[src/rtl/semver_stream_compare_macros.svh]
// assertion macros for the version compare block
// expects i_clk and i_rst_n in the scope where the macros are used
`ifndef SEMVER_STREAM_COMPARE_MACROS_SVH
`define SEMVER_STREAM_COMPARE_MACROS_SVH

`ifndef ASSERT_OFF
`define SSC_ASSERT(lbl, prop) \
    lbl: assert property (@(posedge i_clk) disable iff (!i_rst_n) prop) \
        else $error("semver_stream_compare: check failed");
`define SSC_NEVER(lbl, cond) \
    `SSC_ASSERT(lbl, !(cond))
`else
`define SSC_ASSERT(lbl, prop)
`define SSC_NEVER(lbl, cond)
`endif

`endif

[src/rtl/ssc_pkg.sv]
// shared types and constants of the version string compare block
// no dependencies
package ssc_pkg;

    localparam int CHAR_W = 8;
    localparam int NUM_W  = 32;
    localparam int DATA_W = 32;
    localparam int ADDR_W = 4;

    localparam logic [CHAR_W-1:0] CHAR_NUL  = 8'h00;
    localparam logic [CHAR_W-1:0] CHAR_ZERO = 8'h30;
    localparam logic [CHAR_W-1:0] CHAR_NINE = 8'h39;
    localparam logic [CHAR_W-1:0] CHAR_V    = 8'h76;
    localparam logic [CHAR_W-1:0] CHAR_DOT  = 8'h2e;
    localparam logic [CHAR_W-1:0] CHAR_DASH = 8'h2d;

    // component flags: bit 0 digit seen, bit 1 first digit was zero
    localparam logic [1:0] FLAG_NONE      = 2'b00;
    localparam logic [1:0] FLAG_DIGIT     = 2'b01;
    localparam logic [1:0] FLAG_LEAD_ZERO = 2'b11;

    typedef enum logic [2:0] {
        PH_START = 3'd0,
        PH_MAJOR = 3'd1,
        PH_MINOR = 3'd2,
        PH_PATCH = 3'd3,
        PH_DONE  = 3'd4
    } t_phase;

    typedef enum logic [1:0] {
        REG_LATEST_NEEDS_V        = 2'd0,
        REG_LATEST_ALLOWS_SUFFIX  = 2'd1,
        REG_RUNNING_NEEDS_V       = 2'd2,
        REG_RUNNING_ALLOWS_SUFFIX = 2'd3
    } t_reg_idx;

    typedef struct packed {
        logic is_newer;
        logic latest_valid;
        logic running_valid;
    } t_result;

endpackage

[src/rtl/ssc_in_if.sv]
// input byte channel of the version compare block
// depends on ssc_pkg for the character width
interface ssc_in_if;
    logic                      valid;
    logic                      ready;
    logic [ssc_pkg::CHAR_W-1:0] char_code;
    logic                      string_sel;
    logic                      last_byte;

    modport source (output valid, output char_code, output string_sel, output last_byte,
                    input ready);
    modport sink (input valid, input char_code, input string_sel, input last_byte,
                  output ready);
endinterface

[src/rtl/ssc_out_if.sv]
// result channel of the version compare block
// no dependencies
interface ssc_out_if;
    logic valid;
    logic ready;
    logic is_newer;
    logic latest_valid;
    logic running_valid;

    modport source (output valid, output is_newer, output latest_valid, output running_valid,
                    input ready);
    modport sink (input valid, input is_newer, input latest_valid, input running_valid,
                  output ready);
endinterface

[src/rtl/semver_stream_compare.sv]
// Version string compare. Takes one byte of a vMAJOR.MINOR.PATCH string per
// cycle unless input is stalled, the latest string first and the running string
// after it, and gives one result per running string, registered in the result
// register or, while that is full and not being read, in the skid. The decimal
// accumulator (multiply by ten, add the digit, check the 32-bit bound) feeds
// the parser state in the same cycle, and the patch compare on the last byte
// feeds the result. A two-entry output stage (result register plus skid) lets input
// flow while a result waits; input stalls only when both entries are full.
// Config registers: 0 latest_needs_v, 1 latest_allows_suffix,
// 2 running_needs_v, 3 running_allows_suffix, bit 0 at byte addresses 0..12.
// depends on ssc_pkg, ssc_in_if, ssc_out_if and the macro header
`include "semver_stream_compare_macros.svh"

module semver_stream_compare (
    input  logic                        i_clk,
    input  logic                        i_rst_n,
    ssc_in_if.sink                      i_in,
    ssc_out_if.source                   o_out,
    input  logic                        psel,
    input  logic                        penable,
    input  logic                        pwrite,
    input  logic [ssc_pkg::ADDR_W-1:0]  paddr,
    input  logic [ssc_pkg::DATA_W-1:0]  pwdata,
    output logic [ssc_pkg::DATA_W-1:0]  prdata,
    output logic                        pready
);
    import ssc_pkg::*;

    // configuration
    logic r_latest_needs_v, r_latest_allows_suffix;
    logic r_running_needs_v, r_running_allows_suffix;

    // parser state
    t_phase           r_phase, s_phase, n_phase;
    logic [NUM_W-1:0] r_accum, s_accum, n_accum;
    logic [1:0]       r_flags, s_flags, n_flags;
    logic             r_failed, s_failed, n_failed;
    logic [NUM_W-1:0] r_lat_fields [3];
    logic [NUM_W-1:0] s_lat_fields [3];
    logic [NUM_W-1:0] r_run_fields [2];
    logic [NUM_W-1:0] s_run_fields [2];
    logic             r_lat_ok, n_lat_ok;

    // output stage
    t_result r_out, r_skid, res_data;
    logic    r_out_valid, r_skid_valid;
    logic    res_fire;

    logic accept, out_fire, cfg_write;
    logic needs_v, allow_sfx;
    logic [CHAR_W-1:0] c;

    assign c         = i_in.char_code;
    assign accept    = i_in.valid && i_in.ready;
    assign out_fire  = r_out_valid && o_out.ready;
    assign i_in.ready = !r_skid_valid;
    assign needs_v   = i_in.string_sel ? r_running_needs_v : r_latest_needs_v;
    assign allow_sfx = i_in.string_sel ? r_running_allows_suffix : r_latest_allows_suffix;

    // ---------------------------------------------------------------- config port
    assign pready    = 1'b1;
    assign cfg_write = psel && penable && pwrite && pready;

    always_comb begin
        prdata = '0;
        unique case (t_reg_idx'(paddr[3:2]))
            REG_LATEST_NEEDS_V:        prdata[0] = r_latest_needs_v;
            REG_LATEST_ALLOWS_SUFFIX:  prdata[0] = r_latest_allows_suffix;
            REG_RUNNING_NEEDS_V:       prdata[0] = r_running_needs_v;
            REG_RUNNING_ALLOWS_SUFFIX: prdata[0] = r_running_allows_suffix;
            default:                   prdata    = '0;
        endcase
    end

    always_ff @(posedge i_clk) begin
        if (!i_rst_n) begin
            r_latest_needs_v        <= 1'b1;
            r_latest_allows_suffix  <= 1'b0;
            r_running_needs_v       <= 1'b0;
            r_running_allows_suffix <= 1'b1;
        end else if (cfg_write) begin
            unique case (t_reg_idx'(paddr[3:2]))
                REG_LATEST_NEEDS_V:        r_latest_needs_v        <= pwdata[0];
                REG_LATEST_ALLOWS_SUFFIX:  r_latest_allows_suffix  <= pwdata[0];
                REG_RUNNING_NEEDS_V:       r_running_needs_v       <= pwdata[0];
                REG_RUNNING_ALLOWS_SUFFIX: r_running_allows_suffix <= pwdata[0];
                default: ;
            endcase
        end
    end

    // ---------------------------------------------------------------- parser step
    // s_* is the state after this byte (and a string end) before any restart
    always_comb begin
        logic [NUM_W+3:0] prod;
        logic [1:0]       idx;
        logic             skip;
        logic             is_digit;
        logic             do_end;

        s_phase      = r_phase;
        s_accum      = r_accum;
        s_flags      = r_flags;
        s_failed     = r_failed;
        s_lat_fields = r_lat_fields;
        s_run_fields = r_run_fields;
        skip         = 1'b0;
        idx          = 2'd0;
        is_digit     = (c >= CHAR_ZERO) && (c <= CHAR_NINE);
        prod = ({4'b0, r_accum} << 3) + ({4'b0, r_accum} << 1) + {{NUM_W{1'b0}}, c[3:0]};

        if (accept && !r_failed && r_phase != PH_DONE && c != CHAR_NUL) begin
            if (r_phase == PH_START) begin
                s_phase = PH_MAJOR;
                if (c == CHAR_V) begin
                    skip = 1'b1;
                end else if (needs_v) begin
                    s_failed = 1'b1;
                    skip     = 1'b1;
                end
            end
            if (!skip) begin
                idx = s_phase[1:0] - 2'd1;
                if (is_digit) begin
                    if (r_flags == FLAG_LEAD_ZERO || prod[NUM_W+3:NUM_W] != 4'd0) begin
                        s_failed = 1'b1;
                    end else begin
                        if (!r_flags[0]) begin
                            s_flags = (c == CHAR_ZERO) ? FLAG_LEAD_ZERO : FLAG_DIGIT;
                        end
                        s_accum = prod[NUM_W-1:0];
                    end
                end else if (!r_flags[0]) begin
                    s_failed = 1'b1;
                end else if (s_phase != PH_PATCH && c == CHAR_DOT) begin
                    if (!i_in.string_sel) begin
                        s_lat_fields[idx] = r_accum;
                    end else begin
                        s_run_fields[idx[0]] = r_accum;
                    end
                    s_phase = (s_phase == PH_MAJOR) ? PH_MINOR : PH_PATCH;
                    s_accum = '0;
                    s_flags = FLAG_NONE;
                end else if (s_phase == PH_PATCH && c == CHAR_DASH && allow_sfx) begin
                    if (!i_in.string_sel) begin
                        s_lat_fields[idx] = r_accum;
                    end
                    s_phase = PH_DONE;
                end else begin
                    s_failed = 1'b1;
                end
            end
        end

        // a nul byte or the last byte closes the string if it is still open
        do_end = accept && !s_failed && s_phase != PH_DONE
                 && (c == CHAR_NUL || i_in.last_byte);
        if (do_end) begin
            if (s_phase == PH_PATCH && s_flags[0]) begin
                if (!i_in.string_sel) begin
                    s_lat_fields[2] = s_accum;
                end
                s_phase = PH_DONE;
            end else begin
                s_failed = 1'b1;
            end
        end
    end

    // ---------------------------------------------------------------- restart and result
    always_comb begin
        logic ok;

        n_phase  = s_phase;
        n_accum  = s_accum;
        n_flags  = s_flags;
        n_failed = s_failed;
        n_lat_ok = r_lat_ok;
        res_fire = 1'b0;
        res_data = '0;
        ok       = !s_failed && s_phase == PH_DONE;

        if (accept && i_in.last_byte) begin
            n_phase  = PH_START;
            n_accum  = '0;
            n_flags  = FLAG_NONE;
            n_failed = 1'b0;
            if (!i_in.string_sel) begin
                n_lat_ok = ok;
            end else begin
                res_fire               = 1'b1;
                res_data.latest_valid  = r_lat_ok;
                res_data.running_valid = ok;
                if (ok && r_lat_ok) begin
                    priority if (s_lat_fields[0] != s_run_fields[0]) begin
                        res_data.is_newer = s_lat_fields[0] > s_run_fields[0];
                    end else if (s_lat_fields[1] != s_run_fields[1]) begin
                        res_data.is_newer = s_lat_fields[1] > s_run_fields[1];
                    end else begin
                        res_data.is_newer = s_lat_fields[2] > s_accum;
                    end
                end
            end
        end
    end

    always_ff @(posedge i_clk) begin
        if (!i_rst_n) begin
            r_phase      <= PH_START;
            r_accum      <= '0;
            r_flags      <= FLAG_NONE;
            r_failed     <= 1'b0;
            r_lat_ok     <= 1'b0;
            r_lat_fields <= '{default: '0};
            r_run_fields <= '{default: '0};
        end else begin
            r_phase      <= n_phase;
            r_accum      <= n_accum;
            r_flags      <= n_flags;
            r_failed     <= n_failed;
            r_lat_ok     <= n_lat_ok;
            r_lat_fields <= s_lat_fields;
            r_run_fields <= s_run_fields;
        end
    end

    // ---------------------------------------------------------------- output stage
    always_ff @(posedge i_clk) begin
        if (!i_rst_n) begin
            r_out_valid  <= 1'b0;
            r_skid_valid <= 1'b0;
        end else if (r_skid_valid) begin
            // input is stalled, so only the skid entry can move
            if (out_fire) begin
                r_out_valid  <= 1'b1;
                r_skid_valid <= 1'b0;
            end
        end else if (res_fire) begin
            if (!r_out_valid || out_fire) begin
                r_out_valid <= 1'b1;
            end else begin
                r_skid_valid <= 1'b1;
            end
        end else if (out_fire) begin
            r_out_valid <= 1'b0;
        end
    end

    always_ff @(posedge i_clk) begin
        if (r_skid_valid) begin
            if (out_fire) begin
                r_out <= r_skid;
            end
        end else if (res_fire) begin
            if (!r_out_valid || out_fire) begin
                r_out <= res_data;
            end else begin
                r_skid <= res_data;
            end
        end
    end

    assign o_out.valid         = r_out_valid;
    assign o_out.is_newer      = r_out.is_newer;
    assign o_out.latest_valid  = r_out.latest_valid;
    assign o_out.running_valid = r_out.running_valid;

    // ---------------------------------------------------------------- checks
    `SSC_ASSERT(a_skid_implies_main, r_skid_valid |-> r_out_valid)
    `SSC_ASSERT(a_skid_drains, (r_skid_valid && o_out.ready) |=> !r_skid_valid)
    `SSC_NEVER(a_newer_needs_both_valid, r_out_valid && r_out.is_newer && !(r_out.latest_valid && r_out.running_valid))
    `SSC_ASSERT(a_restart_after_last, (accept && i_in.last_byte) |=> (r_phase == PH_START && !r_failed && r_flags == FLAG_NONE))

endmodule
[src/flat_wrapper.sv]
// flat-port wrapper written by rule: the top's interface ports become plain ports
module semver_stream_compare_flat import ssc_pkg::*;
  (i_clk, i_rst_n, psel, penable, pwrite, paddr, pwdata, prdata, pready, i_in_valid, i_in_char_code, i_in_string_sel, i_in_last_byte, i_in_ready, o_out_valid, o_out_is_newer, o_out_latest_valid, o_out_running_valid, o_out_ready);
  ssc_in_if i_in_i ();
  ssc_out_if o_out_i ();
  input  logic i_clk;
  input  logic i_rst_n;
  input  logic psel;
  input  logic penable;
  input  logic pwrite;
  input  logic [ssc_pkg::ADDR_W-1:0] paddr;
  input  logic [ssc_pkg::DATA_W-1:0] pwdata;
  output logic [ssc_pkg::DATA_W-1:0] prdata;
  output logic pready;
  input wire logic [$bits(i_in_i.valid)-1:0] i_in_valid;
  input wire logic [$bits(i_in_i.char_code)-1:0] i_in_char_code;
  input wire logic [$bits(i_in_i.string_sel)-1:0] i_in_string_sel;
  input wire logic [$bits(i_in_i.last_byte)-1:0] i_in_last_byte;
  output wire logic [$bits(i_in_i.ready)-1:0] i_in_ready;
  output wire logic [$bits(o_out_i.valid)-1:0] o_out_valid;
  output wire logic [$bits(o_out_i.is_newer)-1:0] o_out_is_newer;
  output wire logic [$bits(o_out_i.latest_valid)-1:0] o_out_latest_valid;
  output wire logic [$bits(o_out_i.running_valid)-1:0] o_out_running_valid;
  input wire logic [$bits(o_out_i.ready)-1:0] o_out_ready;
  assign i_in_i.valid = i_in_valid;
  assign i_in_i.char_code = i_in_char_code;
  assign i_in_i.string_sel = i_in_string_sel;
  assign i_in_i.last_byte = i_in_last_byte;
  assign i_in_ready = i_in_i.ready;
  assign o_out_valid = o_out_i.valid;
  assign o_out_is_newer = o_out_i.is_newer;
  assign o_out_latest_valid = o_out_i.latest_valid;
  assign o_out_running_valid = o_out_i.running_valid;
  assign o_out_i.ready = o_out_ready;
  semver_stream_compare u_core (.i_clk(i_clk), .i_rst_n(i_rst_n), .i_in(i_in_i), .o_out(o_out_i), .psel(psel), .penable(penable), .pwrite(pwrite), .paddr(paddr), .pwdata(pwdata), .prdata(prdata), .pready(pready));
endmodule
[config.mk]
export PLATFORM = sky130hd
export DESIGN_NAME = semver_stream_compare_flat
export DESIGN_NICKNAME = d
export VERILOG_FILES = /design/src/rtl/ssc_pkg.sv /design/src/rtl/ssc_in_if.sv /design/src/rtl/ssc_out_if.sv /design/src/rtl/semver_stream_compare.sv /design/src/flat_wrapper.sv
export VERILOG_INCLUDE_DIRS = /design/src /design/src/rtl
export SDC_FILE = /design/constraint.sdc
export NUM_CORES = 1
export LEC_CHECK = 0
export ABC_AREA = 1
export BUFFER_PORTS_ARGS = -buffer_cell sky130_fd_sc_hd__buf_2
export CAP_MARGIN = 20
export CELL_PAD_IN_SITES_DETAIL_PLACEMENT = 1
export CELL_PAD_IN_SITES_GLOBAL_PLACEMENT = 2
export CORE_ASPECT_RATIO = 0.8
export CORE_MARGIN = 4
export CORE_UTILIZATION = 38
export CTS_BUF_LIST = sky130_fd_sc_hd__clkbuf_4 sky130_fd_sc_hd__clkbuf_8 sky130_fd_sc_hd__clkbuf_16
export DETAILED_ROUTE_END_ITERATION = 12
export PLACE_DENSITY_LB_ADDON = 0.1
export SLEW_MARGIN = 10
export SYNTH_ARGS = -nofsm -noshare
export SYNTH_HDL_FRONTEND = slang
export SYNTH_SLANG_ARGS = --single-unit
[constraint.sdc]
create_clock -name i_clk -period 7.6 [get_ports i_clk]
set_input_delay 1.14 -clock i_clk [delete_from_list [all_inputs] [get_ports i_clk]]
set_output_delay 1.14 -clock i_clk [all_outputs]
set_load 0.05 [all_outputs]
[Yosys cells after proc, flatten, opt, wreduce, memory -nomap -nowiden]
Cells that the tools add are included.
Word-level totals
  flip-flop bits (word level): 211
  input port bits: 53
  output and inout bits: 38
  word-level logic and storage cells: 197
Cells by class
  add/subtract/negate cells: 3
  order comparisons: 9
  eq/ne operators: 21
  multiplexer cells: 86
  bitwise gates (word level): 7
  reduce and logical (&&, ||, !) cells: 48
Operators by type and width (count)
  $mux W96: 7
  $mux W64: 6
  $mux W32: 11
  $bwmux W96: 1
  $gt A32 B32 Y1: 3
  $bwmux W64: 1
  $demux W32 S2: 1
  $ne A32 B32 Y1: 2
  $mux W3: 16
  $add A35 B33 Y36: 1
  $add A36 B4 Y36: 1
  $mux W1: 35
  $demux W32 S1: 1
  $eq A8 B6 Y1 const B: 3
  $logic_and A1 B1 Y1: 20
  $mux W2: 6
  $reduce_and A2 Y1: 5
  $reduce_bool A2 Y1: 5
  $reduce_and A3 Y1: 3
  $eq A8 B7 Y1 const B: 1
  $ge A8 B6 Y1 const B: 1
  $le A8 B6 Y1 const B: 1
  $logic_not A8 Y1: 1
  $reduce_bool A8 Y1: 1
  24 further kinds: 41

[Longest topological paths before layout]
Gate-level depths: netlist (run 1).
  word-level depth: 32
  depth in mapped cells: 41

[Least setup slack after synthesis (run 1)]
Ideal clock, no wire load.
  path kind: in2reg
  from: input i_in_char_code[2]
  to: register u_core.r_out (netlist bit u_core.o_out.is_newer), data pin
  setup time: 0.266 ns
  arrival: 5.153 ns
  setup slack: 2.181 ns
  cell stages on the path: 37
  path buffers: 1
  path through: ha_1 -> ha_1 -> fa_1 -> nand3_1 -> nand3_2 -> nand2_1 -> nand2_1 -> nand2_1 -> nand2_2 -> nand2_2 -> nand2_1 -> nand2_1 -> nand2_1 -> nor2_4 -> nand2_4 -> nand2_2 -> nand2_2 -> nand2_1 -> nand3_2 -> nor2_8 -> buf_2 -> nand3_1 -> nand2_1 -> inv_1 -> ha_1 -> nand2_1 -> inv_1 -> nand3_1 -> nor3_1 -> nor4b_1 -> a31oi_1 -> nand2_1 -> nand3_1 -> nand2_1 -> inv_1 -> nand4_1 -> a21oi_1
RTL lines
  from (decl): RTL line flat_wrapper.sv:16  | input wire logic [$bits(i_in_i.char_code)-1:0] i_in_char_code;
  to (signal assigned): RTL line semver_stream_compare.sv:252  | r_out <= r_skid;
  to (signal assigned): RTL line semver_stream_compare.sv:256  | r_out <= res_data;
  to (decl): RTL line semver_stream_compare.sv:45  | t_result r_out, r_skid, res_data;

==> metrics.md, run 1 <==
| Metric | Value |
|---|---|
| Status | `complete, no violations` |
| Most common cell on crit path | `nand2_1` |
| Peak per-stage delay on the critical path | `0.49 ns` |
| Synth Instances | `2155` |
| Initial antenna violation count | `0` |
| Vias | `13600` |
| Clock root buffer master | `clkbuf_16` |
| Post-synth EDFFs | `6` |
| Post-synthesis register bit count | `211` |
| Core Rows | `64` |
| Max FO, Critical Path | `12` |
| Max Cap Viol | `0` |
| Yosys cell types | `57` |
| Routed WL | `44600 um` |
| CTS sink count | `211` |
| Nets | `2366` |
| Num CTS Buffers | `27` |
| Clock Tree Buf Depth | `3` |
| Post-route DRC | `0` |
| Final hold violation count | `0` |
| Register area share after synthesis | `29.0%` |
| Final Skew | `0.0198 ns` |
| IO Port Bufs | `25` |
| CP required | `7.90 ns` |
| Ys Warns | `0` |
| Leakage | `0.00841 uW` |
| Mapped cell area | `14800 sq um` |
| Largest net degree at the start of global routing | `84` |
| Slew HR | `30.5%` |
| Die footprint | `42100 sq um` |
| P&R area growth vs syn | `9.08%` |
| First-pass DRT Iterations | `7` |
| Unrepaired setup endpoints after global routing | `false` |
| Post-Place Setup Slack | `0.710 ns` |
| Crit. End Element | `flip-flop` |
| Post-DP HPWL | `34100 um` |
| Final setup fails | `0` |
| CP Class | `input pin to flip-flop` |
| Peak supply drop | `0.136 mV` |
| Hold Worst Slack | `0.466 ns` |
| # diodes | `0` |
| Routed length on met1 | `22800 um` |
| Asr flop ratio synth | `0%` |
| Worst Hold Class | `flip-flop to flip-flop` |
| Share of post-route cells with drive strength above 1 | `9.48%` |
| I/O pins | `91` |
| Post-DRT Antenna Nets | `0` |
| Met3 wire length | `1290 um` |
| Total grt overflow | `0` |
| Setup ws final | `1.26 ns` |
| DR vias/cell | `5.09` |
| Setup bufs post-CTS | `0` |
| Vias in the first global route | `13400` |
| Most used DFF post-synth | `dfxtp_1` |
| Top Layer Used | `met4` |
| Final setup TNS | `0 ns` |
| DIE HEIGHT | `184 um` |
| Metal2 WL | `19700 um` |
| CTS H-tree lvls | `1` |
| CTS tree | `done` |
| Clock Pin Slew Worst Setup and Hold Paths | `0.06 ns` |
| Core Footprint | `38300 sq um` |
| Post-Syn Area per Cell | `6.85 sq um` |
| Critical path arrival | `6.64 ns` |
| Routability cong. | `0.882` |
| Initial Utilization | `38.5%` |
| Routed len/inst | `16.7 um` |
| Post_cts resized | `0` |
| DR iter-0 viols | `598` |
| Fin crit share | `83.5%` |
| First-pass GRT wire length | `72200 um` |
| CTS Hold Bufs | `0` |
| GRT Overall Usage | `21.0%` |
| Worst-Margin Slew | `1.04 ns` |
| Crit path launch type | `input pin` |
| Clk_lat worst skew | `0.55 ns` |
| Minimum clock period | `6.34 ns` |
| Die X | `228 um` |
| Crit-path slowest cell | `fa_1` |
| Max Fclk | `158 MHz` |
| Fin. max-slew vios | `0` |
| Power Density | `159 nW/um^2` |
[through the flow]
step	total power [uW]	instance area, sq um	util [%]	std cells
after floorplan	1280	14900	-	2185
after global placement	1310	15200	39.8	2618
after detailed placement	1310	15200	39.8	2618
after CTS	2600	16100	42.1	2667
after global routing	2660	16100	42.1	2667
final	2550	16100	42.1	2667
[registers in the layout, summed over array words and instances (netlist names), 2 cells and up]
| register | cells |
|---|---|
| u_core.r_lat_fields | 96 |
| u_core.r_run_fields | 64 |
| u_core.r_accum | 32 |
| u_core.r_phase | 3 |
| u_core.r_skid | 3 |
| u_core.r_flags | 2 |
[area by class of cell]
type / instances / area [sq um]
tap: 495 / 619
multi-input combinational: 1578 / 8910
clock buffer: 42 / 832
fill: 4948 / 22200
sequential: 211 / 4280
timing repair buffer: 50 / 338
clock inverter: 7 / 46.3
inverter: 284 / 1070
[cell families (layout without fill, tap and decap cells)]
kind of cell / Yosys count / count (layout) / synth area share (%)
and+or+nand+nor: 974 / 974 / 28.3
AOI/OAI and AO/OA: 354 / 354 / 13.8
other: 2 / 32 / 0.0509
adders and majority gates: 161 / 161 / 13.8
xor gates and xnor gates: 25 / 25 / 1.48
DFF: 211 / 211 / 29.0
buffers and inverters: 396 / 383 / 11.4
muxes: 32 / 32 / 2.17
[power breakdown]
part,switching [uW],leakage [uW],total (uW),internal (uW)
sequential,5.70,0.00172,1120,1110
clock,515,0.000448,1270,752
combinational,132,0.00625,168,35.1
total,654,0.00841,2550,1900
[worst max-delay path, delay by kind of cell]
family	cells	cell delay, ns
and+or+nand+nor	26	3.32
adders and majority gates	4	1.35
buffers and inverters	6	0.58
AOI/OAI and AO/OA	2	0.21
[per-layer routing]
metal | global-route usage [%] | up-vias
met2 | 34.6 | 148
met1 | 30.0 | 6430
met5 | 0 | -
met4 | 4.26 | 0
li1 | - | 6946
met3 | 2.30 | 48
[cells in the final DEF (no fill, tap or decap), types with 8 or more instances in the layout]
master,instances
xnor2_1,16
inv_2,27
clkbuf_4,8
a211oi_1,67
nand4_1,23
a31oi_1,9
nor4_1,9
buf_2,25
o21ai_0,29
nand3_1,94
nor3_1,13
a21oi_1,215
mux2i_1,32
nor2_1,313
buf_4,23
inv_1,254
nand2_2,17
xor2_1,9
dfxtp_1,205
clkbuf_16,27
ha_1,159
or2_2,34
nand2_1,442
conb_1,32
[worst paths after layout]
kind	to	startpoint	cells past startpoint	slack, ns
worst max-delay path	u_core.o_out.is_newer	i_in_char_code[2]	38	1.26
worst max register to register	u_core.o_out.is_newer	u_core.r_accum[1]	37	1.51
worst min-delay path	u_core.r_lat_fields[40]	u_core.r_lat_fields[40]	2	0.47
worst min register to register	u_core.r_lat_fields[40]	u_core.r_lat_fields[40]	2	0.47
[cells in the mapped netlist (all sizes together) (32+ instances only)]
cell type / number / share of area, %
clkbuf: 53 / 1.3
nand3: 98 / 3.5
nand2: 463 / 12
mux2i: 32 / 2.2
a21oi: 219 / 7.5
inv: 282 / 7.2
buf: 59 / 2.8
a211oi: 67 / 3.4
ha: 159 / 13
dfxtp: 205 / 28
nor2: 322 / 8.5
o21ai: 32 / 1.1
or2: 36 / 1.5
No activity file was read; power rests on OpenSTA's default activity.
==> inputs of run 2 (changes only) <==
- ABC_AREA: 1 -> 0
- CORE_UTILIZATION: 38 -> 35
- clock period: 7.6 -> 5.7 ns (I/O delays scaled with it)
==> run 2 against run 1 <==
  * The run now ends with setup timing left
  * First-iteration DRC count is 18% lower
  * Clock-buffer cell count fell by 7
  * Sequential share of layout area down 1.8 points
  * Worst hold slack better by 0.012 ns
  * Synthesized cell count fell by 32%
  * Clock power increased by 25%
  * Sequential cell count unchanged
  * Largest power group unchanged
  * Power is 27% higher
==> metrics.md, run 2 <==
| Metric | Value |
|---|---|
| Met3 wire length | `1340 um (was 1290 um)` |
| Critical Path End | `u_core.o_out.is_newer (unchanged)` |
| Ys Warns | `0 (unchanged)` |
| Commonest non-fill, non-tap cell in the layout | `buf_4 (was nand2_1)` |
| Max Fclk | `169 MHz` |
| Setup ws final | `-0.203 ns (was 1.26 ns)` |
| Critical path arrival | `6.19 ns (was 6.64 ns)` |
| Share of post-route cells with drive strength above 1 | `30.6% (was 9.48%)` |
| Minimum clock period | `5.90 ns` |
| Max Cap Viol | `0 (unchanged)` |
| Count leader, synth | `dfxtp_1 (was nand2_1)` |
| CP Class | `input pin to flip-flop (unchanged)` |
| Largest net degree at the start of global routing | `82 (was 84)` |
| DR iter-0 viols | `493 (was 598)` |
| Post-synthesis register bit count | `211 (unchanged)` |
| P&R area growth vs syn | `29.4% (was 9.08%)` |
| Register area share after synthesis | `32.0% (was 29.0%)` |
| Crit-path slowest cell | `fa_2 (was fa_1)` |
| CTS H-tree lvls | `1 (unchanged)` |
| Core Rows | `63 (was 64)` |
| Max FO, Critical Path | `5 (was 12)` |
| CTS sink count | `211 (unchanged)` |
| Clock Pin Slew Worst Setup and Hold Paths | `0.06 ns (about the same)` |
| Crit. End Element | `flip-flop (unchanged)` |
| Fin crit share | `104%` |
| Worst Path Buf+Inv | `2 (was 6)` |
| Post-synth EDFFs | `6 (unchanged)` |
| Die footprint | `41500 sq um (was 42100 sq um)` |
| Design area | `17400 sq um (was 16100 sq um)` |
| Power Density | `186 nW/um^2 (was 159 nW/um^2)` |
| CTS tree | `done (unchanged)` |
| Routed len/inst | `19.3 um (was 16.7 um)` |
| IO Port Bufs | `25 (unchanged)` |
| Max FFs per register | `96 (unchanged)` |
| Yosys cell types | `78 (was 57)` |
| Synth Instances | `1463 (was 2155)` |
| CTS Hold Bufs | `0 (unchanged)` |
| CP startpoint | `i_in_char_code[3] (was i_in_char_code[2])` |
| Worst Hold Class | `flip-flop to flip-flop (unchanged)` |
| Final Skew | `0.0114 ns (was 0.0198 ns)` |
| Final Power | `3230 uW (was 2550 uW)` |
| Core Footprint | `37400 sq um (was 38300 sq um)` |
| Status | `finished, violations left (was complete, no violations)` |
| Register area | `4300 sq um (was 4280 sq um)` |
| Crit-path cells | `buf_6 > fa_2 > fa_2 > a21oi_2 > o211a_1 > o41a_1 > and2_4 > o221ai_4 > nand4_4 > or3_4 > a41o_4 > and2_4 > or3_1 > ha_1 > nand4_1 > nor4_1 > buf_4 > nand3_4 > or3_4 > o31ai_4 > a211oi_2 > o311a_1 > a21o_1` |
| Top Family by Delay on Critical Path | `simple AND/OR/NAND/NOR gates (unchanged)` |
| Most frequent cells in the layout | `buf_4, dfxtp_1, ha_1 (was nand2_1, nor2_1, inv_1)` |
| Post-Syn Area per Cell | `9.16 sq um (was 6.85 sq um)` |
| Total grt overflow | `0 (unchanged)` |
| First-pass DRT Iterations | `5 (was 7)` |
| Post-Place Setup Slack | `-1.16 ns (was 0.710 ns)` |
| FF-to-FF setup slack | `-0.19 ns (was 1.51 ns)` |
| Slew HR | `43.4% (was 30.5%)` |
| Placed insts | `2201 (was 2618)` |
| Top cells by count, synth | `dfxtp_1, ha_1, nor2_1 (was nand2_1, nor2_1, inv_1)` |
| Fin. max-slew vios | `0 (unchanged)` |
| Clock root buffer master | `clkbuf_16 (unchanged)` |
| I/O pins | `91 (unchanged)` |
| First-pass GRT wire length | `68700 um (was 72200 um)` |
| Routed length on met1 | `23400 um (was 22800 um)` |
| Peak supply drop | `0.160 mV (was 0.136 mV)` |
| Depth of the most critical reg-to-reg path | `22 (was 37)` |
| Metal2 WL | `18100 um (was 19700 um)` |
| DR vias/cell | `5.17 (was 5.09)` |
| Peak per-stage delay on the critical path | `0.57 ns (was 0.49 ns)` |
| Leakage | `0.00876 uW (was 0.00841 uW)` |
| Fillers | `4293 (was 4948)` |
| Biggest regs | `u_core.r_lat_fields: 96 flops, u_core.r_run_fields: 64 flops, u_core.r_accum: 32 flops (unchanged)` |
| Mapped cell area | `13400 sq um (was 14800 sq um)` |
| Vias | `11700 (was 13600)` |
| Post-DRT Antenna Nets | `0 (unchanged)` |
| Reg-to-reg critical path endpoint | `u_core.o_out.is_newer (unchanged)` |
| Vias in the first global route | `12200 (was 13400)` |
| Top Layer Used | `met5 (was met4)` |
| Post-DP HPWL | `33300 um (was 34100 um)` |
| Worst-Margin Slew | `0.849 ns (was 1.04 ns)` |
| Asr flop ratio synth | `0% (unchanged)` |
| Failing checks | `setup timing` |
| Dpl cell area | `16100 sq um (was 15200 sq um)` |
| GRT Overall Usage | `20.8% (was 21.0%)` |
| Crit path depth | `23 (was 38)` |
| Clk_lat worst skew | `0.54 ns (was 0.55 ns)` |
| Post-route DRC | `0 (unchanged)` |
| Footprint of the multi-input gates | `8960 sq um (was 8910 sq um)` |
| FF-to-FF Start | `u_core.r_accum[2] (was u_core.r_accum[1])` |
| Unrepaired setup endpoints after global routing | `true (was false)` |
| Biggest register | `u_core.r_lat_fields (unchanged)` |
| DIE HEIGHT | `183 um (was 184 um)` |
| Routed WL | `43500 um (was 44600 um)` |
| Routability cong. | `0.839 (was 0.882)` |
| Final hold violation count | `0 (unchanged)` |
| Most used DFF post-synth | `dfxtp_1 (unchanged)` |
| Initial Utilization | `35.8% (was 38.5%)` |
| Yosys top cell area share | `30.6% (was 27.8%)` |
| Clock Tree Buf Depth | `3 (unchanged)` |
| Die X | `227 um (was 228 um)` |
| Crit path launch type | `input pin (unchanged)` |
| Post-Layout Cell Count | `2261 (was 2667)` |
| Final setup fails | `2 (was 0)` |
| CP required | `5.99 ns (was 7.90 ns)` |
| Nets | `1972 (was 2366)` |
| Initial antenna violation count | `1 (was 0)` |
| Synth area leader | `dfxtp_1 (unchanged)` |
| Num CTS Buffers | `25 (was 27)` |
| Area contributors post-synth | `dfxtp_1, ha_1, mux2i_1 (was dfxtp_1, ha_1, nand2_1)` |
| # diodes | `0 (unchanged)` |
-- run 2: cell count changes after synthesis, sizes merged, moves of 15 or more --
cell,previous run,this run
a21oi,219,90
mux2,0,80
a21o,1,47
nand3,98,25
nor2,322,144
mux2i,32,99
or2,36,3
nor2b,0,15
and2,0,88
inv,282,13
nand2,463,112
a211oi,67,9
-- run 2: tightest hold or removal path: cells and delay by family, from the launching register on --
family / cells / cell delay (ns)
AO/OA/AOI/OAI: 2 / 0.13
flip-flops: 1 / 0.31
-- run 2: per-stage QoR --
stage / util [%] / hold WS [ns] / setup TNS [ns]
global placement: 43.0 / 0.469 / -1.96
CTS: 45.8 / 0.481 / -0.124
detailed placement: 43.0 / 0.471 / -2.17
floorplan: - / 0.446 / -0.114
finish: 46.3 / 0.479 / -0.267
global route: 46.3 / 0.509 / -0.580
-- run 2: area by class of cell --
cell class	instances	share of cell area [%]
multi-input combinational	1167	51.6
sequential	211	24.8
timing repair buffer	339	15.2
clock buffer	35	4.22
tap	487	3.51
clock inverter	8	0.389
inverter	14	0.310
-- run 2: how the worst min path moves through the flow --
| stage | from | to | slack (ns) | cells past startpoint |
|---|---|---|---|---|
| after floorplan | u_core.r_latest_allows_suffix | u_core.r_latest_allows_suffix | 0.45 | 2 |
| after global placement | u_core.r_run_fields[63] | u_core.r_run_fields[63] | 0.47 | 2 |
| after detailed placement | u_core.r_lat_ok | u_core.r_lat_ok | 0.47 | 2 |
| after CTS | u_core.r_lat_ok | u_core.r_lat_ok | 0.48 | 2 |
| after global routing | o_out_ready | u_core.r_skid_valid | 0.51 | 2 |
| final | u_core.r_lat_ok | u_core.r_lat_ok | 0.48 | 2 |
-- run 2: power breakdown --
part | switching [uW] | leakage (uW) | total [uW] | internal (uW)
Clock | 654 | 0.000405 | 1590 | 934
Combinational | 119 | 0.00665 | 159 | 40.4
Sequential | 3.17 | 0.00171 | 1490 | 1480
-- run 2: repair_timing --
action	CTS	global route
pin swaps	6	12
resized for setup	37	38
endpoints found under the setup margin	2	2
setup buffers	13	5
-- run 2: kinds of logic after synthesis --
kind of cell	after synthesis	synth area share, %
and+or+nand+nor	494	18.5
AOI/OAI and AO/OA	272	13.7
DFF	211	32.0
muxes	180	14.3
adders and majority gates	161	15.1
buffers and inverters	115	4.54
xor gates and xnor gates	28	1.83
other	2	0.0560
-- run 2: metal layers --
metal  track usage [%]  vias up
li1                  -     5783
met1              32.0     5726
met2              31.4      136
met3              2.58       42
met4              3.75        2
met5                 0        -
